`config.mk`:
```
export PLATFORM = sky130hd
export DESIGN_NAME = weekly_alarm_table_match
export DESIGN_NICKNAME = d
export VERILOG_FILES = /design/src/rtl/wat_pkg.sv /design/src/rtl/wat_datapath.sv /design/src/rtl/wat_controller.sv /design/src/rtl/weekly_alarm_table_match.sv
export SDC_FILE = /design/constraint.sdc
export NUM_CORES = 1
export LEC_CHECK = 0
export ABC_AREA = 1
export BUFFER_PORTS_ARGS = -buffer_cell sky130_fd_sc_hd__buf_2
export CORE_ASPECT_RATIO = 1.5
export CORE_MARGIN = 4
export CORE_UTILIZATION = 62
export DETAILED_ROUTE_END_ITERATION = 7
export GPL_ROUTABILITY_DRIVEN = 1
export HOLD_SLACK_MARGIN = 0.02
export MAX_ROUTING_LAYER = met4
export PLACE_DENSITY = 0.81
export SYNTH_ARGS = -nofsm -noshare
export SYNTH_HDL_FRONTEND = slang
export SYNTH_SLANG_ARGS = --single-unit
```
`constraint.sdc`:
```
create_clock -name clk -period 4.94 [get_ports clk]
set_input_delay 0.494 -clock clk [delete_from_list [all_inputs] [get_ports clk]]
set_output_delay 0.494 -clock clk [all_outputs]
set_load 0.005 [all_outputs]
```
`src/rtl/wat_pkg.sv`:
```
// ----------------------------------------------------------------------------
// wat_pkg : shared types and constants for the weekly alarm table
// Entry layout, operation codes, controller states, command/status bundles.
// ----------------------------------------------------------------------------
`timescale 1ns / 1ps

package wat_pkg;

    localparam int DEFAULT_MAX_ALARMS = 10;

    localparam int ID_W        = 8;
    localparam int HOUR_W      = 5;
    localparam int MIN_W       = 6;
    localparam int DAY_W       = 7;
    localparam int WDAY_W      = 3;
    localparam int FUNC_W      = 3;
    localparam int CAP_W       = 4;
    localparam int COUNT_OUT_W = 4;

    localparam logic [CAP_W-1:0]  CAP_RESET = 4'd10;
    localparam logic [ID_W-1:0]   FIRST_ID  = 8'd1;
    localparam logic [WDAY_W-1:0] WDAY_NONE = 3'd7;

    localparam logic [FUNC_W-1:0] FUNC_CREATE      = 3'd0;
    localparam logic [FUNC_W-1:0] FUNC_DELETE      = 3'd1;
    localparam logic [FUNC_W-1:0] FUNC_MODIFY      = 3'd2;
    localparam logic [FUNC_W-1:0] FUNC_ENABLE      = 3'd3;
    localparam logic [FUNC_W-1:0] FUNC_MODIFY_REP  = 3'd4;
    localparam logic [FUNC_W-1:0] FUNC_CHECK       = 3'd5;
    localparam logic [FUNC_W-1:0] FUNC_MODIFY_TIME = 3'd6;

    typedef struct packed {
        logic [ID_W-1:0]   id;
        logic [HOUR_W-1:0] hour;
        logic [MIN_W-1:0]  minute;
        logic              enabled;
        logic              rpt;
        logic [DAY_W-1:0]  days;
    } entry_t;

    typedef enum logic [2:0] {
        ST_IDLE,
        ST_DISPATCH,
        ST_READ,
        ST_EVAL,
        ST_SHIFT_READ,
        ST_SHIFT_WRITE,
        ST_FINISH
    } state_t;

    typedef struct packed {
        logic load_op;
        logic scan_clear;
        logic rd_scan;
        logic rd_next;
        logic idx_inc;
        logic set_found;
        logic wr_modify;
        logic wr_shift;
        logic emit_pend;
        logic set_pend;
        logic finish;
    } ctrl_cmd_t;

    typedef struct packed {
        logic [FUNC_W-1:0] func;
        logic              scan_done;
        logic              shift_done;
        logic              id_hit;
        logic              check_hit;
        logic              pend_valid;
        logic              out_free;
    } dp_status_t;

endpackage

```
`src/rtl/wat_datapath.sv`:
```
// ----------------------------------------------------------------------------
// wat_datapath : alarm table storage, scan index and result register
// Single-port table memory with registered read, counters, result staging.
// ----------------------------------------------------------------------------
`timescale 1ns / 1ps

module wat_datapath
    import wat_pkg::*;
#(
    parameter int MAX_ALARMS = DEFAULT_MAX_ALARMS
)
(
    input  logic                   clk,
    input  logic                   rst_n,
    input  ctrl_cmd_t              cmd,
    output dp_status_t             status,
    input  logic [FUNC_W-1:0]      func,
    input  logic [ID_W-1:0]        alarm_id,
    input  logic [HOUR_W-1:0]      alarm_hour,
    input  logic [MIN_W-1:0]       alarm_minute,
    input  logic                   time_present,
    input  logic                   enable_flag,
    input  logic                   repeat_flag,
    input  logic [DAY_W-1:0]       day_mask,
    input  logic [WDAY_W-1:0]      weekday,
    input  logic                   cfg_valid,
    output logic                   cfg_ready,
    input  logic [CAP_W-1:0]       cfg_data,
    output logic                   out_valid,
    input  logic                   out_ready,
    output logic                   success,
    output logic [ID_W-1:0]        created_id,
    output logic                   ring,
    output logic [ID_W-1:0]        ringing_id,
    output logic [COUNT_OUT_W-1:0] stored_count,
    output logic                   last_result
);

    localparam int IDX_W = (MAX_ALARMS > 1) ? $clog2(MAX_ALARMS) : 1;
    localparam int CNT_W = $clog2(MAX_ALARMS + 1);

    // request fields
    logic [FUNC_W-1:0] op_func_reg;
    logic [ID_W-1:0]   op_id_reg;
    logic [HOUR_W-1:0] op_hour_reg;
    logic [MIN_W-1:0]  op_minute_reg;
    logic              op_tpres_reg;
    logic              op_en_reg;
    logic              op_rep_reg;
    logic [DAY_W-1:0]  op_days_reg;
    logic [WDAY_W-1:0] op_wday_reg;

    logic [CAP_W-1:0]  cap_reg;
    logic [CNT_W-1:0]  used_reg, used_next;
    logic [ID_W-1:0]   next_id_reg, next_id_next;
    logic [CNT_W-1:0]  idx_reg;
    logic              found_reg;
    logic              pend_valid_reg;
    logic [ID_W-1:0]   pend_id_reg;

    entry_t            table_mem [MAX_ALARMS];
    entry_t            rd_data_reg;

    logic                   out_valid_reg, out_valid_next;
    logic                   success_reg, success_next;
    logic [ID_W-1:0]        created_id_reg, created_id_next;
    logic                   ring_reg, ring_next;
    logic [ID_W-1:0]        ringing_id_reg, ringing_id_next;
    logic [COUNT_OUT_W-1:0] count_reg, count_next;
    logic                   last_reg, last_next;

    logic             full;
    logic [CNT_W-1:0] idx_plus1;
    logic [DAY_W-1:0] day_bit;
    logic             rd_en;
    logic [IDX_W-1:0] rd_addr;
    logic             wr_en;
    logic             wr_create;
    logic [IDX_W-1:0] wr_addr;
    entry_t           wr_data;
    entry_t           mod_entry;
    logic             out_free;
    logic             out_load;

    assign cfg_ready = 1'b1;
    assign idx_plus1 = idx_reg + CNT_W'(1);
    assign full      = (8'(used_reg) >= 8'(cap_reg)) || (8'(used_reg) >= 8'(MAX_ALARMS));
    assign day_bit   = (op_wday_reg == WDAY_NONE) ? '0 : (DAY_W'(1) << op_wday_reg);
    assign out_free  = !out_valid_reg || out_ready;
    assign out_load  = cmd.emit_pend || cmd.finish;

    assign status.func       = op_func_reg;
    assign status.scan_done  = (idx_reg >= used_reg);
    assign status.shift_done = (idx_plus1 >= used_reg);
    assign status.id_hit     = (rd_data_reg.id == op_id_reg);
    assign status.check_hit  = rd_data_reg.enabled
                               && (rd_data_reg.hour == op_hour_reg)
                               && (rd_data_reg.minute == op_minute_reg)
                               && (rd_data_reg.rpt || (|(rd_data_reg.days & day_bit)));
    assign status.pend_valid = pend_valid_reg;
    assign status.out_free   = out_free;

    // in-place update for the modify family
    always_comb
    begin
        mod_entry = rd_data_reg;
        if ((op_func_reg == FUNC_MODIFY_TIME) || ((op_func_reg == FUNC_MODIFY) && op_tpres_reg))
        begin
            mod_entry.hour   = op_hour_reg;
            mod_entry.minute = op_minute_reg;
        end
        if ((op_func_reg == FUNC_MODIFY) || (op_func_reg == FUNC_ENABLE))
        begin
            mod_entry.enabled = op_en_reg;
        end
        if ((op_func_reg == FUNC_MODIFY) || (op_func_reg == FUNC_MODIFY_REP))
        begin
            mod_entry.rpt  = op_rep_reg;
            mod_entry.days = op_days_reg;
        end
    end

    // memory port selection
    always_comb
    begin
        wr_create = cmd.finish && (op_func_reg == FUNC_CREATE) && !full;
        wr_en     = wr_create || cmd.wr_modify || cmd.wr_shift;
        rd_en     = cmd.rd_scan || cmd.rd_next;
        rd_addr   = cmd.rd_next ? idx_plus1[IDX_W-1:0] : idx_reg[IDX_W-1:0];
        wr_addr   = wr_create ? used_reg[IDX_W-1:0] : idx_reg[IDX_W-1:0];
        if (wr_create)
        begin
            wr_data.id      = next_id_reg;
            wr_data.hour    = op_hour_reg;
            wr_data.minute  = op_minute_reg;
            wr_data.enabled = 1'b1;
            wr_data.rpt     = op_rep_reg;
            wr_data.days    = op_days_reg;
        end
        else if (cmd.wr_shift)
        begin
            wr_data    = rd_data_reg;
            wr_data.id = ID_W'(idx_plus1);
        end
        else
        begin
            wr_data = mod_entry;
        end
    end

    always_ff @(posedge clk)
    begin
        if (wr_en)
        begin
            table_mem[wr_addr] <= wr_data;
        end
    end

    always_ff @(posedge clk)
    begin
        if (rd_en)
        begin
            rd_data_reg <= table_mem[rd_addr];
        end
    end

    always_ff @(posedge clk)
    begin
        if (cmd.load_op)
        begin
            op_func_reg   <= func;
            op_id_reg     <= alarm_id;
            op_hour_reg   <= alarm_hour;
            op_minute_reg <= alarm_minute;
            op_tpres_reg  <= time_present;
            op_en_reg     <= enable_flag;
            op_rep_reg    <= repeat_flag;
            op_days_reg   <= day_mask;
            op_wday_reg   <= weekday;
        end
        if (cmd.set_pend)
        begin
            pend_id_reg <= rd_data_reg.id;
        end
    end

    // counters, result payload on final or intermediate result
    always_comb
    begin
        used_next       = used_reg;
        next_id_next    = next_id_reg;
        out_valid_next  = out_valid_reg;
        success_next    = success_reg;
        created_id_next = created_id_reg;
        ring_next       = ring_reg;
        ringing_id_next = ringing_id_reg;
        count_next      = count_reg;
        last_next       = last_reg;

        if (out_ready)
        begin
            out_valid_next = 1'b0;
        end

        if (cmd.emit_pend)
        begin
            success_next    = 1'b1;
            created_id_next = '0;
            ring_next       = 1'b1;
            ringing_id_next = pend_id_reg;
            count_next      = COUNT_OUT_W'(used_reg);
            last_next       = 1'b0;
        end
        else if (cmd.finish)
        begin
            success_next    = 1'b0;
            created_id_next = '0;
            ring_next       = 1'b0;
            ringing_id_next = '0;
            last_next       = 1'b1;
            case (op_func_reg) inside
                FUNC_CREATE:
                begin
                    if (!full)
                    begin
                        used_next       = used_reg + CNT_W'(1);
                        next_id_next    = next_id_reg + ID_W'(1);
                        success_next    = 1'b1;
                        created_id_next = next_id_reg;
                    end
                end
                FUNC_DELETE:
                begin
                    if (found_reg)
                    begin
                        used_next    = used_reg - CNT_W'(1);
                        next_id_next = next_id_reg - ID_W'(1);
                    end
                    success_next = found_reg;
                end
                FUNC_MODIFY, FUNC_ENABLE, FUNC_MODIFY_REP, FUNC_MODIFY_TIME:
                begin
                    success_next = found_reg;
                end
                FUNC_CHECK:
                begin
                    success_next    = 1'b1;
                    ring_next       = pend_valid_reg;
                    ringing_id_next = pend_valid_reg ? pend_id_reg : '0;
                end
                default:
                begin
                    success_next = 1'b0;
                end
            endcase
            count_next = COUNT_OUT_W'(used_next);
        end

        if (out_load)
        begin
            out_valid_next = 1'b1;
        end
    end

    always_ff @(posedge clk or negedge rst_n)
    begin
        if (!rst_n)
        begin
            cap_reg        <= CAP_RESET;
            used_reg       <= '0;
            next_id_reg    <= FIRST_ID;
            idx_reg        <= '0;
            found_reg      <= 1'b0;
            pend_valid_reg <= 1'b0;
            out_valid_reg  <= 1'b0;
        end
        else
        begin
            if (cfg_valid && cfg_ready)
            begin
                cap_reg <= cfg_data;
            end
            used_reg      <= used_next;
            next_id_reg   <= next_id_next;
            out_valid_reg <= out_valid_next;
            if (cmd.scan_clear)
            begin
                idx_reg        <= '0;
                found_reg      <= 1'b0;
                pend_valid_reg <= 1'b0;
            end
            else
            begin
                if (cmd.idx_inc)
                begin
                    idx_reg <= idx_plus1;
                end
                if (cmd.set_found)
                begin
                    found_reg <= 1'b1;
                end
                if (cmd.set_pend)
                begin
                    pend_valid_reg <= 1'b1;
                end
            end
        end
    end

    always_ff @(posedge clk)
    begin
        success_reg    <= success_next;
        created_id_reg <= created_id_next;
        ring_reg       <= ring_next;
        ringing_id_reg <= ringing_id_next;
        count_reg      <= count_next;
        last_reg       <= last_next;
    end

    assign out_valid    = out_valid_reg;
    assign success      = success_reg;
    assign created_id   = created_id_reg;
    assign ring         = ring_reg;
    assign ringing_id   = ringing_id_reg;
    assign stored_count = count_reg;
    assign last_result  = last_reg;

endmodule

```
`src/rtl/wat_controller.sv`:
```
// ----------------------------------------------------------------------------
// wat_controller : operation sequencer for the weekly alarm table
// Walks the table one entry per read/evaluate pair and issues datapath commands.
// ----------------------------------------------------------------------------
`timescale 1ns / 1ps

module wat_controller
    import wat_pkg::*;
(
    input  logic       clk,
    input  logic       rst_n,
    input  logic       in_valid,
    output logic       in_ready,
    input  dp_status_t status,
    output ctrl_cmd_t  cmd
);

    state_t state_reg, state_next;

    always_ff @(posedge clk or negedge rst_n)
    begin
        if (!rst_n)
        begin
            state_reg <= ST_IDLE;
        end
        else
        begin
            state_reg <= state_next;
        end
    end

    always_comb
    begin
        state_next = state_reg;
        cmd        = '0;
        in_ready   = 1'b0;
        unique case (state_reg)
            ST_IDLE:
            begin
                in_ready = 1'b1;
                if (in_valid)
                begin
                    cmd.load_op    = 1'b1;
                    cmd.scan_clear = 1'b1;
                    state_next     = ST_DISPATCH;
                end
            end
            ST_DISPATCH:
            begin
                unique case (status.func) inside
                    FUNC_DELETE, FUNC_MODIFY, FUNC_ENABLE, FUNC_MODIFY_REP,
                    FUNC_CHECK, FUNC_MODIFY_TIME:
                        state_next = ST_READ;
                    default:
                        state_next = ST_FINISH;
                endcase
            end
            ST_READ:
            begin
                if (status.scan_done)
                begin
                    state_next = ST_FINISH;
                end
                else
                begin
                    cmd.rd_scan = 1'b1;
                    state_next  = ST_EVAL;
                end
            end
            ST_EVAL:
            begin
                if (status.func == FUNC_CHECK)
                begin
                    if (!status.check_hit)
                    begin
                        cmd.idx_inc = 1'b1;
                        state_next  = ST_READ;
                    end
                    else if (!status.pend_valid)
                    begin
                        cmd.set_pend = 1'b1;
                        cmd.idx_inc  = 1'b1;
                        state_next   = ST_READ;
                    end
                    else if (status.out_free)
                    begin
                        // earlier match is not the last one: send it now
                        cmd.emit_pend = 1'b1;
                        cmd.set_pend  = 1'b1;
                        cmd.idx_inc   = 1'b1;
                        state_next    = ST_READ;
                    end
                end
                else if (status.id_hit)
                begin
                    cmd.set_found = 1'b1;
                    if (status.func == FUNC_DELETE)
                    begin
                        state_next = ST_SHIFT_READ;
                    end
                    else
                    begin
                        cmd.wr_modify = 1'b1;
                        state_next    = ST_FINISH;
                    end
                end
                else
                begin
                    cmd.idx_inc = 1'b1;
                    state_next  = ST_READ;
                end
            end
            ST_SHIFT_READ:
            begin
                if (status.shift_done)
                begin
                    state_next = ST_FINISH;
                end
                else
                begin
                    cmd.rd_next = 1'b1;
                    state_next  = ST_SHIFT_WRITE;
                end
            end
            ST_SHIFT_WRITE:
            begin
                cmd.wr_shift = 1'b1;
                cmd.idx_inc  = 1'b1;
                state_next   = ST_SHIFT_READ;
            end
            ST_FINISH:
            begin
                if (status.out_free)
                begin
                    cmd.finish = 1'b1;
                    state_next = ST_IDLE;
                end
            end
            default:
            begin
                state_next = ST_IDLE;
            end
        endcase
    end

endmodule

```
`src/rtl/weekly_alarm_table_match.sv`:
```
// ----------------------------------------------------------------------------
// weekly_alarm_table_match : weekly alarm table with time matching
// Create, delete, modify and check operations on a table of alarm entries.
// ----------------------------------------------------------------------------
// One request is handled at a time. The table sits in a single-port memory
// with a registered read, so the sequencer spends a read state and an
// evaluate state on every entry it visits: create and unknown codes skip the
// scan, a search or check walks the n stored entries (ending early on an id
// hit), and delete then moves every later entry down with a read and a write
// state per entry. The result register lets a new request be taken while the
// last result is still waiting; a check with several matches holds its scan
// while an earlier match waits. The capacity register may be written at any
// time the block is idle.
`timescale 1ns / 1ps

module weekly_alarm_table_match
    import wat_pkg::*;
#(
    parameter int MAX_ALARMS = DEFAULT_MAX_ALARMS
)
(
    input  logic                   clk,
    input  logic                   rst_n,
    input  logic                   in_valid,
    output logic                   in_ready,
    input  logic [FUNC_W-1:0]      func,
    input  logic [ID_W-1:0]        alarm_id,
    input  logic [HOUR_W-1:0]      alarm_hour,
    input  logic [MIN_W-1:0]       alarm_minute,
    input  logic                   time_present,
    input  logic                   enable_flag,
    input  logic                   repeat_flag,
    input  logic [DAY_W-1:0]       day_mask,
    input  logic [WDAY_W-1:0]      weekday,
    input  logic                   cfg_valid,
    output logic                   cfg_ready,
    input  logic [CAP_W-1:0]       cfg_data,
    output logic                   out_valid,
    input  logic                   out_ready,
    output logic                   success,
    output logic [ID_W-1:0]        created_id,
    output logic                   ring,
    output logic [ID_W-1:0]        ringing_id,
    output logic [COUNT_OUT_W-1:0] stored_count,
    output logic                   last_result
);

    ctrl_cmd_t  cmd;
    dp_status_t status;

    wat_controller u_ctrl (
        .clk      (clk),
        .rst_n    (rst_n),
        .in_valid (in_valid),
        .in_ready (in_ready),
        .status   (status),
        .cmd      (cmd)
    );

    wat_datapath #(
        .MAX_ALARMS (MAX_ALARMS)
    ) u_dp (
        .clk          (clk),
        .rst_n        (rst_n),
        .cmd          (cmd),
        .status       (status),
        .func         (func),
        .alarm_id     (alarm_id),
        .alarm_hour   (alarm_hour),
        .alarm_minute (alarm_minute),
        .time_present (time_present),
        .enable_flag  (enable_flag),
        .repeat_flag  (repeat_flag),
        .day_mask     (day_mask),
        .weekday      (weekday),
        .cfg_valid    (cfg_valid),
        .cfg_ready    (cfg_ready),
        .cfg_data     (cfg_data),
        .out_valid    (out_valid),
        .out_ready    (out_ready),
        .success      (success),
        .created_id   (created_id),
        .ring         (ring),
        .ringing_id   (ringing_id),
        .stored_count (stored_count),
        .last_result  (last_result)
    );

endmodule

```
# Word level (Yosys, flattened, before mapping)
# Memory sizes are Yosys's and may differ from the RTL's. A register that Yosys moved wholly into a read port is not among the register bits.
# Cells that the tools add are included.
word_totals:
  n_memories: 1
  reg_bits: 92
  word_cells: 173
  latchBits: 0
  mem_bits_ro: 0
  out_inout_bits: 26
  ram_bits: 280
classes:
  addsub: 5
  div_mod_pow: 0
  mul: 0
  reduce_logical: 33
  eq_ne: 20
  magnitude_cmp: 4
  mux: 83
  bitwise: 2
  shifts: 1
mem_list:
  columns: ["name", "words", "word_bits", "read_ports", "rd_ports_with_merged_regs", "wr", "line", "text"]
  rows:
  - ["u_dp.table_mem", 10, 28, 1, 1, 1, "wat_datapath.sv:61", "entry_t table_mem [MAX_ALARMS];"]
ops:
  columns: ["operator", "count"]
  rows:
  - ["$mux W8", 14]
  - ["$mux W28", 2]
  - ["$mux W4", 10]
  - ["$mux W1", 33]
  - ["$mux W3", 9]
  - ["$mux W2", 11]
  - ["$eq A3 B3 Y1 const B", 7]
  - ["$pmux W3 S7", 1]
  - ["$reduce_bool A2 Y1", 7]
  - ["$eq A3 B2 Y1 const B", 4]
  - ["$ge A4 B4 Y1", 3]
  - ["$mux W11", 1]
  - ["$logic_or A1 B1 Y1", 10]
  - ["$add A4 B1 Y4 const B", 2]
  - ["$add A8 B1 Y8 const B", 1]
  - ["$eq A8 B8 Y1", 1]
  - ["$sub A8 B1 Y8 const B", 1]
  - ["$and A7 B7 Y7", 1]
  - ["$mux W7", 1]
  - ["$reduce_or A7 Y1", 1]
  - ["$shl A1 B3 Y7 const A", 1]
  - ["$eq A3 B1 Y1 const B", 2]
  - ["$eq A6 B6 Y1", 1]
  - ["$logic_and A1 B1 Y1", 6]
  - ["15 further kinds", 18]

# Depth between registers and ports, before layout
# Gate-level depths: netlist of the first run.
logic_depth:
  ltp_word: 11
  ltp_mapped: 16

# Hierarchy
# Synthesis of the first run repeated with hierarchy kept, for this count alone.
hier_totals:
  hier_cells: 1571
  hier_area_um2: 17395.4
modules_own_cells:
  columns: ["module", "area_per_inst_um2", "cells_per_inst", "n_inst"]
  rows:
  - ["wat_datapath", 17031.3, 1505, 1]
  - ["wat_controller", 364.1, 66, 1]

# Worst setup path before layout of the first run
# No wires, ideal clock.
synth_timing:
  kind: "reg2reg"
  from: "register u_dp.idx_reg[0]"
  to: "register u_dp.mod_entry[20] (netlist name)"
  path_stages_with_launch: 7
  path_slack_ns: 1.187
  n_path_buf: 1
  arrival_time_ns: 3.299
  path_cell_list: "dfrtp_1 clkbuf_1 inv_1 ha_1 nand4_1 nand3_1 o21ai_0"
synth_via:
  elab_chain_len: 5
  word_cells_on_any_way: 9
  cone_classes: "1 x add/sub; 2 x order compare; 5 x mux; 1 x reduce/logical"
synth_rtl:
  columns: ["element", "line", "text"]
  rows:
  - ["from (decl)", "wat_datapath.sv:56", "logic [CNT_W-1:0] idx_reg;"]
  - ["from (signal assigned)", "wat_datapath.sv:296", "idx_reg <= idx_plus1;"]
  - ["$add A4 B1 Y4", "wat_datapath.sv:86", "assign idx_plus1 = idx_reg + CNT_W'(1);"]
  - ["$ge A4 B4 Y1", "wat_datapath.sv:94", "assign status.shift_done = (idx_plus1 >= used_reg);"]
  - ["$mux W1", "wat_controller.sv:115", "if (status.shift_done)"]
  - ["$mux W1", "wat_controller.sv:37", "unique case (state_reg)"]
  - ["$mux W4 / $logic_or A1 B1 Y1 (equally long branches)", "wat_datapath.sv:129, wat_datapath.sv:128", null]
# Parallel ways exist; a longest one is shown, timed or not.
# A chain may end at the register's enable or synchronous reset.

# Worst setup path in the final report of the first run
layout_timing:
  from: "register u_dp.used_reg[0]"
  to: "memory u_dp.table_mem[2][5] (netlist name), enable pin"
layout_via:
  elab_chain_len: 8
  word_cells_on_any_way: 10
  cone_classes: "2 x order compare; 3 x mux; 5 x reduce/logical"
layout_rtl:
  columns: ["element", "line", "text"]
  rows:
  - ["from (decl)", "wat_datapath.sv:54", "logic [CNT_W-1:0] used_reg, used_next;"]
  - ["from (signal assigned)", "wat_datapath.sv:283", "used_reg <= used_next;"]
  - ["$ge A4 B4 Y1", "wat_datapath.sv:87", "assign full = (8'(used_reg) >= 8'(cap_reg)) || (8'(used_reg) >= 8'(MAX_ALARMS));"]
  - ["$logic_or A1 B1 Y1", "wat_datapath.sv:87", null]
  - ["$logic_not A1 Y1", "wat_datapath.sv:126", "wr_create = cmd.finish && (op_func_reg == FUNC_CREATE) && !full;"]
  - ["$logic_and A1 B1 Y1", "wat_datapath.sv:126", null]
  - ["$logic_or A1 B1 Y1 (2 in a row)", "wat_datapath.sv:127", "wr_en = wr_create || cmd.wr_modify || cmd.wr_shift;"]
  - ["$mux W1", "wat_datapath.sv:153", "if (wr_en)"]
  - ["$mux W1 (implied by the code)", "wat_datapath.sv:155", "table_mem[wr_addr] <= wr_data;"]
  - ["to (decl)", "wat_datapath.sv:61", null]
# Parallel ways exist; a longest one is shown, timed or not.

==> summary.txt, run 1 <==
Status - finished, final reports clean
Met1 usage - 31.9%
Number of global-route vias before repair - 12.8k
Top post-synthesis cells by area - edfxtp_1 61%, nand3_1 7.2%, nand2_1 6.6%
Crit Reg-Reg Startpoint - u_dp.used_reg[0]
Post-synthesis adder-cell area fraction - 1.66%
Avg Cell Area, Syn - 11.0 µm²
Post-Syn Nets - 1689
Worst R2R Setup Slack - 0.86 ns
Std-Cell Core Area - 28200 µm²
Routed Antenna Nets - 0
Share of layout cells above drive strength 1 - 11.4%
Post-CTS resize count - 0
Worst-Margin Slew - 1.40 ns
Synth cell types - 39
Io pins - 70
Max FFs per register - 280
Initial Utilization - 63.2%
Largest family of logic cells by synthesized area - simple AND/OR/NAND/NOR gates
Mux cell area share after synthesis - 0.0633%
Slowest CP cell - nor2_4
Drt via density - 6.05
Min-Delay Startpoint - alarm_id[3]
CTS Root Cell - clkbuf_16
Clock latency on the worst-skew pair - 0.55 ns
Maximum root-to-sink buffer count - 3
Leak - 8.08 nW
Max-slew headroom - 5.84%
Total Routing Usage GR - 30.5%
Initial DRC Count - 1272
# setup viols final - 0
Clock slew at reported path FFs - 0.07 ns
Peak VDD IR - 0.435 mV
Die height - 215 µm
Post-Synth XOR/XNOR Area - 0.985%
HPWL Detailed - 29700 µm
Grt total ovfl - 0
# hold bufs at CTS - 1
Layout Nets - 1759
Kind of cell adding the most delay to the critical path - simple AND/OR/NAND/NOR gates
Worst Setup SP - u_dp.used_reg[0]
Synthesized flop and latch total - 400
Yosys warning count - 0
Final Cycle Share - 82.6%
Minimum clock period - 4.08 ns
Met2 Usage GRT - 51.2%
H-tree depth - 2
Clk sinks - 400
Routability cong. - 1.01
Final Non-Filler Cells - 2064
CP cell instances - inv_1, ha_1, nand4_1, nand4_1, nor2_1, nand2_1, o21ai_0, nand2_1, nor2_4, buf_4
Worst min-delay path class - in -> reg
Fillers - 1980
Worst clock skew - 0.0180 ns
Crit path required time - 5.20 ns
Most Used Layer, Global Route - met2
IO Port Bufs - 68
DR WL/cell - 22.7 µm
Fin worst setup slack - 0.858 ns
Pin count of the biggest net entering global routing - 61
Synth Cell Area - 17800 µm²
Fin util - 70.4%
Drt first pass iters - 6
Total of max-cap violations - 0
Antenna violations before repair - 0
Die area - 31500 µm²
Row count - 75
Hold Vio Cnt, Final - 0
Number of buffers created by CTS - 38
M3 GR Usage - 4.62%
Seq/Total Area, Yosys - 66.2%
Die W - 146 µm
DP Cell Count - 1997
Slew Limit Fails - 0
Area grow syn2layout - 11.5%
Simple-Gate Fraction of Synth Area - 19.7%
Setup TNS - 0 ns
Compound-Gate Fraction of Synth Area - 4.54%
CP max FO - 21
Yosys top cell area share - 61.3%
Worst path bufs/invs - 2
Crit path kind - reg -> reg
Routed WL - 46900 µm
Setup crit end kind - flop
Fmax - 245 MHz
ANT cells - 0
CP max stage delay - 0.72 ns
Placement Setup Slack - 0.938 ns
Startpoint Class - flop
RSZ-0062 raised after global routing - false
Via count - 12.5k
Worst Path Arrival - 4.34 ns
Syn Inst Count - 1622
Postcts setup bufs - 0
Leading area contributor after synthesis - edfxtp_1
DRC violations left - 0
CTS tree - done
Cell area power density - 637 nW/µm²
First-pass GRT wire length - 71600 µm
WHS - 0.119 ns
layer usage:
layer	wire, µm	up-vias
li1	-	5668
met1	15400	5939
met2	23900	665
met3	3250	218
met4	4310	0
met5	0	-
cell type report:
class                      instances  area [µm²]  share of cell area (%)
inverter                         229         860                    4.33
sequential                       400       11800                    59.4
tap                              346         433                    2.18
timing repair buffer             104         638                    3.22
clock inverter                    11        75.1                   0.379
clock buffer                      55        1160                    5.86
multi-input combinational        919        4890                    24.6
cell usage in the layout, fill, tap and decap left out, types with 2 or more instances in the layout:
master	instances
o211ai_1	5
buf_2	68
o21ai_2	3
o21ai_0	58
a21oi_1	15
nand4_1	14
clkinv_1	7
nor2_4	6
dfstp_2	3
nor3_1	3
inv_2	6
nand4_2	2
clkinv_2	2
xnor2_1	7
inv_1	223
o21ai_1	26
ha_1	22
dfxtp_1	11
clkbuf_1	8
o21ai_4	2
clkbuf_8	4
edfxtp_1	363
nand3_1	255
buf_4	33
nor2_2	4
nor2_1	35
clkbuf_16	43
xor2_1	13
o21bai_1	29
buf_12	2
nor3_2	2
or2_2	5
nand3b_1	84
nand2_1	314
dfrtp_1	23
nand2_2	5
worst reg2reg max path, delay by kind of cell, from the launching register on:
kind / cells / cell delay [ns]
flops: 1 / 0.46
compound gates: 1 / 0.58
buf+inv: 2 / 0.56
fa+ha+maj: 1 / 0.29
simple gates: 6 / 1.90
kinds of logic after synthesis:
| kind of cell | after synthesis |
|---|---|
| XOR/XNOR | 20 |
| AND/OR/NAND/NOR | 732 |
| flip-flops | 400 |
| AO/OA/AOI/OAI | 142 |
| multiplexers | 1 |
| adder cells (fa/ha/maj) | 23 |
| other | 1 |
| buffers and inverters | 303 |
path summary, 6_finish.rpt:
kind                       cells past startpoint              endpoint
max                                           10  u_dp.table_mem[2][5]
min                                            1     u_dp.op_id_reg[3]
max reg2reg                                   10  u_dp.table_mem[2][5]
min reg2reg                                    2      u_dp.last_result
max in group asynchronous                      2   u_dp.pend_valid_reg
min in group asynchronous                      2   u_dp.next_id_reg[4]
per-stage QoR:
| step | total power [mW] | instance area [µm²] |
|---|---|---|
| finish | 12.6 | 19800 |
| global route | 13.2 | 19800 |
| CTS | 12.5 | 19800 |
| detailed placement | 9.62 | 18600 |
| global placement | 9.48 | 18600 |
| floorplan | 7.85 | 17800 |
synthesized netlist by cell type:
cell type  instances
o22a_1             1
o31ai_1            1
xor2_1            13
nand3_4            1
edfxtp_1         363
xnor2_1            7
nand2_1          315
nand4_1           14
a21o_1             1
fa_1               1
o21bai_1          29
a21oi_1           15
nor4_1             1
nand3b_1          84
buf_4              8
nand4_2            2
buf_1              5
ha_1              22
mux2_2             1
dfrtp_1           23
nor3_2             2
o21ai_1           22
o211ai_1           5
or2_2              5
nor3_1             3
o21ai_0           67
dfxtp_1           11
nand2_2            4
dfstp_2            3
nor3_4             1
inv_1            223
nor2_1            45
o2111ai_1          1
buf_6              1
buf_2             34
inv_2              6
clkbuf_1          26
conb_1             1
nand3_1          255
report_power, final:
group / leakage [nW] / switching, mW / internal (mW)
logic: 3.77 / 3.41 / 1.29
registers: 3.71 / 0.365 / 4.65
clock network: 0.606 / 1.23 / 1.68
total: 8.08 / 5.00 / 7.63
(Power assumes the default switching activity.)
==> run 2: changes to the inputs <==
--- a/config.mk
+++ b/config.mk
@@ -5,7 +5,7 @@
 export SDC_FILE = /design/constraint.sdc
 export NUM_CORES = 1
 export LEC_CHECK = 0
-export ABC_AREA = 1
+export ABC_AREA = 0
 export BUFFER_PORTS_ARGS = -buffer_cell sky130_fd_sc_hd__buf_2
 export CORE_ASPECT_RATIO = 1.5
 export CORE_MARGIN = 4
==> constraint.sdc (replaced) <==
create_clock -name clk -period 3.83 [get_ports clk]
set_input_delay 0.383 -clock clk [delete_from_list [all_inputs] [get_ports clk]]
set_output_delay 0.383 -clock clk [all_outputs]
set_load 0.005 [all_outputs]
==> run 2 against run 1 <==
Effect of this change:
- core utilization increased by 1.4 points
- first-iteration DRC count fell by 32%
- global-route usage is 3.5 points lower
==> summary.txt, run 2 <==
Initial Utilization - 62.7% (-0.51 points)
Hold Vio Cnt, Final - 0 (unchanged)
ANT cells - 0 (unchanged)
Clock latency on the worst-skew pair - 0.55 ns (about the same)
Reg power frac - 41.5% (+1.8 points)
Crit path required time - 3.98 ns (-1.22 ns)
Min-Delay Startpoint - alarm_minute[0]
Grt total ovfl - 0 (unchanged)
Avg Cell Area, Syn - 16.5 µm² (+50%)
Yosys warning count - 0 (unchanged)
HPWL Detailed - 24100 µm (-19%)
Syn Inst Count - 1060 (-35%)
WL met1 - 14300 µm (-7.4%)
Pin count of the biggest net entering global routing - 39 (-36%)
DRC violations left - 0 (unchanged)
Area grow syn2layout - 14.6%
Drt first pass iters - 6 (unchanged)
Postcts setup bufs - 0 (unchanged)
Routability cong. - 0.855 (-16%)
Number of global-route vias before repair - 10.4k (-19%)
Synthesized flop and latch total - 400 (unchanged)
Worst Path Arrival - 3.62 ns (-0.72 ns)
Total of max-cap violations - 0 (unchanged)
Post-CTS resize count - 0 (unchanged)
Synth Cell Area - 17500 µm² (-1.8%)
First-pass GRT wire length - 61200 µm (-15%)
Crit Reg-Reg Startpoint - u_dp.mod_entry[24]
Yosys top cell area share - 62.4% (+1.1 points)
Post-synth EDFFs - 363 (unchanged)
H-tree depth - 2 (unchanged)
Top layer in use - met4
Crit path kind - reg -> reg
IO Port Bufs - 68 (unchanged)
Worst-Margin Slew - 1.39 ns (-0.0112 ns)
Setup TNS - 0 ns (unchanged)
Routed Antenna Nets - 0 (unchanged)
Placement Setup Slack - 0.390 ns (-0.548 ns)
Top FF cell, synth - edfxtp_1
Most common cell after layout, fill and taps aside - edfxtp_1
Fillers - 1671 (-16%)
Clk sinks - 400 (unchanged)
Share of layout cells above drive strength 1 - 22.6% (+11 points)
Post-Layout Inst Area - 20000 µm² (+0.99%)
Commonest cells after routing, fill and taps aside - 363 x edfxtp_1, 123 x mux2i_1, 68 x buf_2
Status - finished, final reports clean
Total Routing Usage GR - 26.9% (-3.5 points)
Comb power frac - 34.1% (-3.1 points)
DR WL/cell - 25.6 µm (+13%)
Worst clock skew - 0.0256 ns (+0.00755 ns)
Setup crit end kind - flop
Minimum clock period - 3.47 ns (-0.611 ns)
Std-Cell Core Area - 27900 µm² (-1.0%)
# hold bufs at CTS - 32 (+31)
Synth top cells by count - 363 x edfxtp_1, 124 x mux2i_1, 57 x mux4_2
Die height - 214 µm (-0.87%)
Switching power share of the total - 32.7% (-6.9 points)
Max FFs per register - 280 (unchanged)
CTS Root Cell - clkbuf_16
Fin worst setup slack - 0.359 ns (-0.499 ns)
Design internal power - 9.84 mW (+29%)
Most frequent cell after synthesis - edfxtp_1
Leading area contributor after synthesis - edfxtp_1
Sw Pwr - 4.78 mW (-4.3%)
Die area - 31000 µm² (-1.7%)
Synth cell types - 62 (+59%)
Post-Syn Nets - 1127 (-33%)
Clock share of power - 24.4% (+1.4 points)
Initial DRC Count - 869 (-32%)
Number of buffers created by CTS - 37 (-2.6%)
Fin util - 71.9% (+1.4 points)
# setup viols final - 0 (unchanged)
Row count - 75 (unchanged)
CP max FO - 28 (+33%)
Seq/Total Area, Yosys - 67.4% (+1.2 points)
Maximum root-to-sink buffer count - 3 (unchanged)
Worst min-delay path class - in -> reg
Antenna violations before repair - 0 (unchanged)
Leak - 7.37 nW (-8.8%)
Routed WL - 39900 µm (-15%)
Max-slew headroom - 6.96% (+1.1 points)
Die W - 145 µm (-0.85%)
Layout Nets - 1250 (-29%)
Startpoint Class - flop
Peak VDD IR - 0.598 mV (+38%)
Worst Setup SP - u_dp.mod_entry[24]
Fmax - 288 MHz (+18%)
Top post-synthesis cells by area - edfxtp_1 62%, mux4_2 7.3%, mux2i_1 7.1%
Io pins - 70 (unchanged)
Drt via density - 6.49 (+7.2%)
CTS tree - done
Via count - 10.1k (-19%)
Asr flop ratio synth - 6.50% (unchanged)
Clock slew at reported path FFs - 0.07 ns (about the same)
Cell area power density - 730 nW/µm² (+15%)
Total placed instance area - 18500 µm² (-0.23%)
RSZ-0062 raised after global routing - false
Slew Limit Fails - 0 (unchanged)
Routed wl met2 - 21400 µm (-11%)
Met3 routed WL - 2270 µm (-30%)
Final Cycle Share - 90.6% (+8.0 points)
run 2: power by group through the flow:
stage	sequential (mW)	clock, mW	combinational [mW]
global placement	6.13	0	4.76
CTS	6.05	3.61	4.98
floorplan	5.99	0	3.58
detailed placement	6.13	0	4.92
finish	6.06	3.57	4.99
global route	6.10	3.79	5.39
run 2: cells by family after synthesis:
logic type	share of synthesized area, %
other	0.0215
XOR/XNOR	2.16
AO/OA/AOI/OAI	5.62
flip-flops	67.4
adder cells (fa/ha/maj)	1.69
multiplexers	16.6
buffers and inverters	1.96
AND/OR/NAND/NOR	4.51
run 2: critical path: stages (launching register included):
cell,delay (ns)
edfxtp_1,0.44
xor2_1,0.18
nor4_1,0.60
nand2_1,0.23
o31a_1,0.30
nor2b_1,0.17
a21oi_1,0.19
nor2_4,0.93
run 2: through the flow:
step,hold WS (ns),power (mW),std cells
finish,0.0347,14.6,1558
global route,0.0212,15.3,1558
CTS,0.0201,14.6,1558
detailed placement,0.431,11.1,1458
global placement,0.428,10.9,1458
floorplan,0.0874,9.57,1060
run 2: final timing paths:
kind                            slack [ns]  cells after the start               endpoint
worst max register to register        0.36                      7   u_dp.table_mem[4][2]
worst min-delay path                  0.03                      1  u_dp.op_minute_reg[0]
max in group asynchronous             2.95                      2        u_dp.idx_reg[0]
worst max-delay path                  0.36                      7   u_dp.table_mem[4][2]
worst min register to register        0.44                      2     u_dp.created_id[3]
min in group asynchronous             0.39                      2         u_dp.found_reg
run 2: routing by layer:
layer  vias to the layer above  global-route usage, %
met2                       474                   48.0
met1                      5061                   31.2
met4                         0                   11.9
met3                       140                   3.19
met5                         -                      -
li1                       4430                      -
run 2: area by class of cell:
cell class / instances / area (µm²) / share of cell area [%]
flip-flops and latches: 400 / 11800 / 58.8
inverters: 17 / 63.8 / 0.319
clock inverters: 22 / 163 / 0.812
clock buffers: 46 / 1000 / 5.00
repair buffers: 141 / 1090 / 5.46
multi-input cells: 586 / 5490 / 27.4
well taps: 346 / 433 / 2.16
==> run 3: changes to the inputs <==
==> constraint.sdc (replaced) <==
create_clock -name clk -period 3.7 [get_ports clk]
set_input_delay 0.37 -clock clk [delete_from_list [all_inputs] [get_ports clk]]
set_output_delay 0.37 -clock clk [all_outputs]
set_load 0.005 [all_outputs]
==> run 3 against run 2 <==
Effect of this change:
- global-route usage is 0.41 points higher
- clock skew fell by 0.013 ns
- maximum frequency down 1.2%
- sequential share of layout area is 0.40 points lower
- first-iteration DRC count is 9.8% higher
- largest power group unchanged
- count of clock-buffer cells in the layout up 1
- hold slack better by 0.012 ns
==> summary.txt, run 3 (synthesis results as in run 2) <==
Worst R2R Setup Slack - 0.19 ns (-0.17 ns)
Share of layout cells above drive strength 1 - 23.1% (+0.46 points)
Clock slew at reported path FFs - 0.07 ns (about the same)
Clock latency on the worst-skew pair - 0.53 ns (-0.02 ns)
R2R depth - 12 (+5)
Fmax - 285 MHz (-1.2%)
Layout Nets - 1266 (+1.3%)
Crit Reg-Reg Startpoint - u_dp.idx_reg[0]
HPWL Detailed - 24200 µm (+0.40%)
Initial Utilization - 62.7% (unchanged)
Worst-Margin Slew - 1.34 ns (-0.0478 ns)
Fin util - 72.3% (+0.49 points)
Routability cong. - 0.878 (+2.7%)
Std-Cell Core Area - 27900 µm² (unchanged)
DR WL/cell - 25.8 µm (+0.57%)
Total Routing Usage GR - 27.4% (+0.41 points)
Worst min-delay path class - in -> reg
CTS Root Cell - clkbuf_16
Post-CTS resize count - 0 (unchanged)
Drt via density - 6.49 (about the same)
Minimum clock period - 3.51 ns (+0.0406 ns)
Initial DRC Count - 954 (+9.8%)
Final Cycle Share - 94.9% (+4.3 points)
Maximum root-to-sink buffer count - 3 (unchanged)
Worst clock skew - 0.0126 ns (-0.0129 ns)
Die height - 214 µm (unchanged)
Number of global-route vias before repair - 10.6k (+2.3%)
Peak VDD IR - 0.633 mV (+5.9%)
First-pass GRT wire length - 62000 µm (+1.3%)
ANT cells - 0 (unchanged)
Startpoint Class - flop
Cell area power density - 756 nW/µm² (+3.5%)
Total of max-cap violations - 0 (unchanged)
Antenna violations before repair - 0 (unchanged)
# setup viols final - 0 (unchanged)
CTS tree - done
Routed WL - 40500 µm (+1.5%)
CP endpoint - u_dp.rd_data_reg[13]
Max-slew headroom - 9.82% (+2.9 points)
Most common cell after layout, fill and taps aside - edfxtp_1
Final Power - 15.2 mW (+4.2%)
Min-Delay Startpoint - cfg_data[3]
Leak - 7.46 nW (+1.2%)
Grt total ovfl - 0 (unchanged)
Io pins - 70 (unchanged)
Area grow syn2layout - 15.4%
Crit path kind - reg -> reg
Die W - 145 µm (unchanged)
Pin count of the biggest net entering global routing - 37 (-5.1%)
Drt first pass iters - 5 (-1)
H-tree depth - 2 (unchanged)
Slew Limit Fails - 0 (unchanged)
Setup crit end kind - flop
Worst Path Arrival - 3.79 ns (+0.17 ns)
Crit path required time - 3.98 ns (about the same)
Routed Antenna Nets - 0 (unchanged)
IO Port Bufs - 68 (unchanged)
Max FFs per register - 280 (unchanged)
Setup TNS - 0 ns (unchanged)
Hold Vio Cnt, Final - 0 (unchanged)
R2r endpoint - u_dp.rd_data_reg[13]
RSZ-0062 raised after global routing - false
Number of buffers created by CTS - 37 (unchanged)
Clk sinks - 400 (unchanged)
Fillers - 1627 (-2.6%)
Row count - 75 (unchanged)
Worst Setup SP - u_dp.idx_reg[0]
Commonest cells after routing, fill and taps aside - 363 x edfxtp_1, 123 x mux2i_1, 68 x buf_2
DRC violations left - 0 (unchanged)
Status - finished, final reports clean
CP max FO - 31 (+11%)
Via count - 10.2k (+1.0%)
Die area - 31000 µm² (unchanged)
-- run 3: critical path: stages, from the launching register on --
cell     delay [ns]
dfrtp_4        0.48
ha_1           0.25
xor2_1         0.23
ha_1           0.30
a211o_1        0.31
a31oi_2        0.29
o21ai_4        0.12
buf_12         0.25
xnor2_4        0.24
buf_12         0.27
mux2i_1        0.24
nor2_1         0.07
o22a_1         0.16
-- run 3: per-layer routing --
layer,vias up,part of all wire (%),GRT usage (%),wire (µm)
met3,107,6.2,4.25,2530
met4,0,4.1,11.7,1680
met1,5151,36,30.8,14600
met5,-,0,-,0
li1,4465,-,-,-
met2,483,54,49.1,21800
-- run 3: how the worst min path moves through the flow --
stage / depth (start not counted) / endpoint / slack, ns
floorplan: 0 / u_ctrl.state_reg[0] / 0.07
global placement: 1 / u_dp.cap_reg[2] / 0.43
detailed placement: 1 / u_dp.cap_reg[0] / 0.43
CTS: 3 / u_dp.cap_reg[2] / 0.03
global route: 3 / u_dp.cap_reg[2] / 0.05
finish: 3 / u_dp.cap_reg[3] / 0.05
-- run 3: metrics by stage --
| step | instance area, µm² | cells | setup WS [ns] | hold WS [ns] |
|---|---|---|---|---|
| 2_1_floorplan | 17500 | 1060 | -0.0568 | 0.0744 |
| 3_3_place_gp | 18600 | 1470 | 0.379 | 0.428 |
| 3_5_place_dp | 18600 | 1470 | 0.227 | 0.431 |
| 4_1_cts | 20200 | 1573 | 0.212 | 0.0346 |
| 5_1_grt | 20200 | 1573 | 0.0606 | 0.0462 |
| 6_report | 20200 | 1573 | 0.188 | 0.0469 |
-- run 3: power by group --
part	total [mW]	switching (mW)	internal, mW
Sequential	6.28	0.354	5.93
Combinational	5.27	3.04	2.23
Clock	3.68	1.60	2.08
-- run 3: final cells by class --
class	count	area [µm²]	share of cell area [%]
sequential	400	11800	58.4
multi-input combinational	586	5490	27.2
timing repair buffer	157	1240	6.13
clock buffer	47	1020	5.04
tap	346	433	2.15
clock inverter	20	143	0.707
inverter	17	63.8	0.316
-- run 3: what timing repair did --
action,in CTS,in global routing
hold buffers,36,0
hold endpoints to repair,58,0
buffers inserted,0,0
